<file path="src/sv/hhbv_pkg.sv">
// ----------------------------------------------------------------------------
// hhbv_pkg
// Shared constants, per-line checker state and character class functions
// for the HTTP header block validator.
// ----------------------------------------------------------------------------
package hhbv_pkg;

  // Default saturation limit of the line counter
  localparam int unsigned MAX_LINES_DEFAULT = 255;

  // Width of the line counter carried on the result
  localparam int unsigned COUNT_W = 8;

  // Characters with a role in line framing
  localparam logic [7:0] CHAR_CR    = 8'h0D;
  localparam logic [7:0] CHAR_LF    = 8'h0A;
  localparam logic [7:0] CHAR_COLON = 8'h3A;
  localparam logic [7:0] CHAR_TAB   = 8'h09;

  // Per-line checker flags
  typedef struct packed {
    logic colon_seen;
    logic name_nonempty;
    logic line_bad;
  } line_st_t;

  localparam line_st_t LINE_CLEAR = '{colon_seen: 1'b0, name_nonempty: 1'b0,
                                      line_bad: 1'b0};

  // Printable ASCII range
  function automatic logic is_print(input logic [7:0] c);
    is_print = (c >= 8'h20) && (c <= 8'h7E);
  endfunction

  // Token separators, not allowed in a field name
  function automatic logic is_separator(input logic [7:0] c);
    is_separator = c inside {8'h28, 8'h29, 8'h3C, 8'h3E, 8'h40, 8'h2C, 8'h3B,
                             8'h3A, 8'h5C, 8'h22, 8'h2F, 8'h5B, 8'h5D, 8'h3F,
                             8'h3D, 8'h7B, 8'h7D, 8'h20, 8'h09};
  endfunction

  // Check one content byte of a line against name or value rules
  function automatic line_st_t take_content(input line_st_t st, input logic [7:0] c);
    line_st_t r;
    r = st;
    if (!st.colon_seen) begin
      if (c == CHAR_COLON) begin
        r.colon_seen = 1'b1;
        if (!st.name_nonempty) r.line_bad = 1'b1;
      end else begin
        r.name_nonempty = 1'b1;
        if (!is_print(c) || is_separator(c)) r.line_bad = 1'b1;
      end
    end else if (!is_print(c) && (c != CHAR_TAB)) begin
      r.line_bad = 1'b1;
    end
    take_content = r;
  endfunction

endpackage

</file>
<file path="src/sv/http_header_block_validator.sv">
// ----------------------------------------------------------------------------
// http_header_block_validator
// Byte-wide checker of an HTTP/1.1 header block: one verdict per buffer.
// ----------------------------------------------------------------------------
// Usage:
//   Input stream (s_*): one header byte per transaction in s_tdata[7:0];
//   s_tlast marks the final byte of a buffer, after which all line state
//   returns to the start of a new block.
//   Output stream (m_*): at most one result per buffer, given either at the
//   empty line that ends the block or with the buffer's last byte.
//   Bytes after the ending empty line are ignored until s_tlast.
//   A result is registered and presented in the cycle after the byte that causes it.
//   Throughput: one byte per cycle while the output slot is free; the
//   byte-to-byte dependency is a single phase/flag update plus a character class lookup, done combinationally.
//   The output register lets a new byte enter while a result waits, as long
//   as the slot is freed in the same cycle (s_tready = !m_tvalid | m_tready).
//   When the receiver stalls with a result held, input stalls only until
//   that result is taken; bytes that produce no result still need the slot
//   free, so the input waits for the held result.
//   Reset (rst, synchronous): clears the output slot and starts a new block.
// ----------------------------------------------------------------------------
module http_header_block_validator #(
  parameter int unsigned MAX_LINES = hhbv_pkg::MAX_LINES_DEFAULT
) (
  input  logic        clk,
  input  logic        rst,
  // input stream
  input  logic        s_tvalid,
  output logic        s_tready,
  input  logic [7:0]  s_tdata,   // [7:0] data_byte
  input  logic        s_tlast,   // last_byte
  // result stream
  output logic        m_tvalid,
  input  logic        m_tready,
  output logic [15:0] m_tdata    // [0] verdict, [1] blank_line_seen,
                                 // [9:2] line_count, [15:10] zero
);

  localparam int unsigned CountMax = (1 << hhbv_pkg::COUNT_W) - 1;
  localparam logic [hhbv_pkg::COUNT_W-1:0] CountCap =
    hhbv_pkg::COUNT_W'((MAX_LINES < CountMax) ? MAX_LINES : CountMax);

  typedef enum logic [1:0] {
    PH_START,
    PH_LINE,
    PH_DRAIN
  } phase_t;

  // Block state
  phase_t                        phase, phase_next;
  logic                          first_line, first_line_next;
  logic                          cr_pending, cr_pending_next;
  hhbv_pkg::line_st_t            line_st, line_st_next;
  logic                          block_bad, block_bad_next;
  logic [hhbv_pkg::COUNT_W-1:0]  lines_done, lines_done_next;

  // Result slot
  logic                          emit;
  logic                          res_verdict;
  logic                          res_blank;
  logic [hhbv_pkg::COUNT_W-1:0]  res_count;
  logic                          accept;

  assign s_tready = !m_tvalid || m_tready;
  assign accept   = s_tvalid && s_tready;

  // Next-state and result logic for one byte
  always_comb begin
    phase_next      = phase;
    first_line_next = first_line;
    cr_pending_next = cr_pending;
    line_st_next    = line_st;
    block_bad_next  = block_bad;
    lines_done_next = lines_done;
    emit            = 1'b0;
    res_verdict     = block_bad;
    res_blank       = 1'b1;
    res_count       = lines_done;

    case (phase)
      PH_START, PH_LINE: begin
        if (cr_pending && (s_tdata == hhbv_pkg::CHAR_LF)) begin
          cr_pending_next = 1'b0;
          if ((phase == PH_START) && !first_line) begin
            // empty line closes the block
            phase_next = PH_DRAIN;
            emit       = 1'b1;
          end else begin
            // complete line: fold its verdict into the block
            if (line_st.line_bad || !line_st.colon_seen) block_bad_next = 1'b1;
            if (lines_done < CountCap) lines_done_next = lines_done + 1'b1;
            first_line_next = 1'b0;
            line_st_next    = hhbv_pkg::LINE_CLEAR;
            phase_next      = PH_START;
          end
        end else begin
          // a CR not followed by LF counts as content
          if (cr_pending) begin
            line_st_next = hhbv_pkg::take_content(line_st_next, hhbv_pkg::CHAR_CR);
            phase_next   = PH_LINE;
          end
          if (s_tdata == hhbv_pkg::CHAR_CR) begin
            cr_pending_next = 1'b1;
          end else begin
            cr_pending_next = 1'b0;
            line_st_next    = hhbv_pkg::take_content(line_st_next, s_tdata);
            phase_next      = PH_LINE;
          end
        end
      end
      default: begin
        // draining until the buffer's last byte
      end
    endcase

    // end of buffer: report if not yet reported, then start over
    if (s_tlast) begin
      if (!emit && (phase_next != PH_DRAIN) && (phase != PH_DRAIN) &&
          (phase == PH_START || phase == PH_LINE)) begin
        emit        = 1'b1;
        res_blank   = 1'b0;
        res_verdict = block_bad_next;
        res_count   = lines_done_next;
      end
      phase_next      = PH_START;
      first_line_next = 1'b1;
      cr_pending_next = 1'b0;
      line_st_next    = hhbv_pkg::LINE_CLEAR;
      block_bad_next  = 1'b0;
      lines_done_next = '0;
    end
  end

  // State and output register
  always_ff @(posedge clk) begin
    if (rst) begin
      phase      <= PH_START;
      first_line <= 1'b1;
      cr_pending <= 1'b0;
      line_st    <= hhbv_pkg::LINE_CLEAR;
      block_bad  <= 1'b0;
      lines_done <= '0;
      m_tvalid   <= 1'b0;
    end else begin
      if (accept) begin
        phase      <= phase_next;
        first_line <= first_line_next;
        cr_pending <= cr_pending_next;
        line_st    <= line_st_next;
        block_bad  <= block_bad_next;
        lines_done <= lines_done_next;
      end
      if (accept && emit) begin
        m_tvalid <= 1'b1;
        m_tdata  <= {6'b0, res_count, res_blank, res_verdict};
      end else if (m_tready) begin
        m_tvalid <= 1'b0;
      end
    end
  end

  // Checks
  a_last_restarts: assert property (@(posedge clk) disable iff (rst)
    (accept && s_tlast) |=>
      (phase == PH_START && first_line && lines_done == '0 && !block_bad))
    else $error("block state not restarted after last byte");

  a_count_capped: assert property (@(posedge clk) disable iff (rst)
    lines_done <= CountCap)
    else $error("line counter beyond its cap");

  a_drain_silent: assert property (@(posedge clk) disable iff (rst)
    (accept && phase == PH_DRAIN && !s_tlast) |=> !m_tvalid)
    else $error("result produced while draining");

endmodule
</file>
<file path="config.mk">
export PLATFORM = sky130hd
export DESIGN_NAME = http_header_block_validator
export DESIGN_NICKNAME = d
export VERILOG_FILES = /design/src/sv/hhbv_pkg.sv /design/src/sv/http_header_block_validator.sv
export SDC_FILE = /design/constraint.sdc
export NUM_CORES = 1
export LEC_CHECK = 0
export ABC_AREA = 1
export BUFFER_PORTS_ARGS = -buffer_cell sky130_fd_sc_hd__buf_2
export CORE_ASPECT_RATIO = 2
export CORE_MARGIN = 4
export CORE_UTILIZATION = 50
export DETAILED_ROUTE_END_ITERATION = 12
export GPL_TIMING_DRIVEN = 0
export PLACE_DENSITY_LB_ADDON = 0.08
export SLEW_MARGIN = 30
export SYNTH_ARGS = -nofsm -noshare
export SYNTH_HDL_FRONTEND = slang
export SYNTH_SLANG_ARGS = --single-unit
</file>
<file path="constraint.sdc">
create_clock -name clk -period 2.2 [get_ports clk]
set_input_delay 0.44 -clock clk [delete_from_list [all_inputs] [get_ports clk]]
set_output_delay 0.44 -clock clk [all_outputs]
set_load 0.1 [all_outputs]
</file>
==> impl_metrics.yaml <==
cells_and_area:
  postLayoutCellArea_um2: 2060
  area_growth_pct: 14.2
  layout.cells.non_filler: 349
  seqCellArea_um2: 642
  diodes: 0
  most-common-layout-cells: "nand2_1, inv_1, nand3_1, buf_2, nor2_1"
  multi_input_area_um2: 971
  finalNetCount: 316
  final_common_cell: "nand2_1"
  layout-drive-gt1-share_pct: 19.3
  num-fill-cells: 371
  utilization_pct: 59.8
global_routing:
  grt_overflow: 0
  grt_pass1_vias: 1685
  grt_max_degree: 16
  grt_pass1_wl_um: 6940
  grt_usage_pct: 19.1
  antenna_found_initial: 0
timing:
  rsz0062_at_grt: "false"
  setup_violations: 0
  final-hold-violation-count: 0
  setup_tns_ns: 0
  max_freq_mhz: 517
  fin_crit_sh_pct: 88.0
  period_needed_ns: 1.94
  relSlewSlack_pct: 56.7
  max_slew.worst_pin.slew_ns: 0.647
  hold_slack_ns: 0.426
  skew_ns: 0.00303
  drv_slew: 0
worst_setup_path:
  critPathRequiredTime_ns: 2.16
  worst_path_max_delay_cell: "nor2_4"
  crit_family: "simple AND/OR/NAND/NOR gates"
  cpPeakStageDelay_ns: 0.29
  cp-end-kind: "flop"
  crit_arrival_ns: 1.90
  crit_buf_inv: 3
  crit_chain: "buf_2 -> inv_1 -> nand2_1 -> nor2_2 -> nand3_2 -> inv_1 -> nand3_1 -> o21ai_0 -> nand2_1 -> nor2_4"
  startpoint_type: "input pin"
  path_max_fanout: 10
  crit_type: "input pin to flop"
floorplan:
  core_um2: 3450
  die_area_um2: 4700
  start_util_pct: 52.4
  rows: 30
  die_w_um: 50.5
  io_pins: 31
  fp.dieH_um: 93.0
detailed_routing:
  drtIter0Drc: 45
  ant_nets: 0
  viasPerCell: 5.12
  vias: 1786
  wl_per_cell_um: 11.6
  routed_wl_um: 4050
  first_pass_iters: 5
  drc: 0
cts:
  clockBufferDepth: 2
  cts.sinks: 27
  clkTransAtPathRegs_ns: 0.09
  h-tree-depth: 1
  root_buffer: "clkbuf_8"
  insertion_delay_ns: 0.28
  cts_setup_buffers: 0
  cts-buffers-inserted: 3
  cts_tree: "built"
min_path:
  hold_path.class: "input pin to flop"
synthesis:
  syn_inst: 269
  seq_area_frac_synth_pct: 35.4
  avgSynthCellArea_um2: 6.72
  synthArstFlopShare_pct: 0
  synth_edf_count: 10
  synth_cell_types: 39
  yosysWarningCount: 0
  synthFlopType: "dfxtp_1"
  syn_area_um2: 1810
  synth_seq_cells: 27
power:
  vdd_ir_drop_max_mv: 0.333
  powerDensity_nw_per_um2: 512
  p_leak_nw: 0.956
place:
  place_area_um2: 2010
  place_hpwl_um: 3330
  post-place-cells: 345
  io_buffers: 23
  place_congestion: 0.887
flow_run:
  maxCapViolations: 0
outcome:
  outcome: "completed"
-- kinds of logic after synthesis --
| family | synth area share (%) |
|---|---|
| xor gates and xnor gates | 0.969 |
| buffers and inverters | 12.7 |
| and+or+nand+nor | 37.9 |
| AOI/OAI and AO/OA | 12.0 |
| other | 0.207 |
| adders and majority gates | 0.692 |
| DFF | 35.4 |
-- cell type report --
type | count | area share (%)
multi-input cells | 197 | 47.0
flip-flops and latches | 27 | 31.1
inverters | 40 | 7.45
repair buffers | 23 | 5.58
plain buffers | 10 | 3.70
well taps | 48 | 2.91
clock buffers | 3 | 2.00
clock inverters | 1 | 0.242
-- registers in the layout, summed over array words and instances, names as in the netlist --
signal      count
m_tdata        10
lines_done      8
line_st         3
phase           2
block_bad       1
cr_pending      1
first_line      1
m_tvalid        1
-- metrics by stage --
step | setup WS [ns] | power [W]
2_1_floorplan | 0.0830 | 0.000729
3_3_place_gp | -0.418 | 0.000773
3_5_place_dp | -0.419 | 0.000774
4_1_cts | 0.116 | 0.00106
5_1_grt | 0.0899 | 0.00110
6_report | 0.264 | 0.00106
-- path summary, 6_finish.rpt --
check                                    from         end  slack, ns  cells after the start
worst max register to register  lines_done[1]  m_tdata[7]       0.28                     10
worst max-delay path               s_tdata[7]  m_tdata[8]       0.26                     10
worst min register to register     line_st[0]  line_st[0]       0.47                      2
worst min-delay path                 m_tready    m_tvalid       0.43                      4
-- worst min-delay path, stage by stage --
cell	delay, ns
buf_2	0.07
inv_1	0.05
nand2_4	0.05
a21oi_1	0.05
-- routing by layer --
| metal | up-vias | routed length [um] | part of all wire, % | global-route usage [%] |
|---|---|---|---|---|
| met3 | 17 | 121 | 3.0 | 1.59 |
| li1 | 920 | - | - | - |
| met4 | 0 | 173 | 4.3 | 11.2 |
| met5 | - | 0 | 0 | 0 |
| met1 | 800 | 1430 | 35 | 18.5 |
| met2 | 49 | 2320 | 57 | 37.2 |
-- Yosys cell counts, types with 3 or more instances --
cell type	n	area share (%)
nand3_2	3	1.7
o21ai_1	3	0.83
o21ai_0	15	4.2
a21oi_1	11	3.0
edfxtp_1	10	17
nor2_2	3	1.0
inv_1	36	7.5
nor2_1	21	4.4
nand3_1	23	6.4
buf_4	6	2.5
o211ai_1	3	1.2
nand4_1	4	1.4
dfxtp_1	17	19
nand2_1	84	17
-- power by group --
part | switching, W | internal (W) | total, W
clock | 0.000167 | 0.000127 | 0.000294
sequential | 0.00000934 | 0.000529 | 0.000539
combinational | 0.000175 | 0.0000508 | 0.000226
total | 0.000351 | 0.000707 | 0.00106
-- repair_timing --
item / in CTS / in global routing
hold buffers: 0 / 0
endpoints found under the hold margin: 0 / 0
setup endpoints to repair: 10 / 10
resized for setup: 1 / 1
pin swaps: 0 / 0
Note: power is estimated with default switching activity, not from simulation.
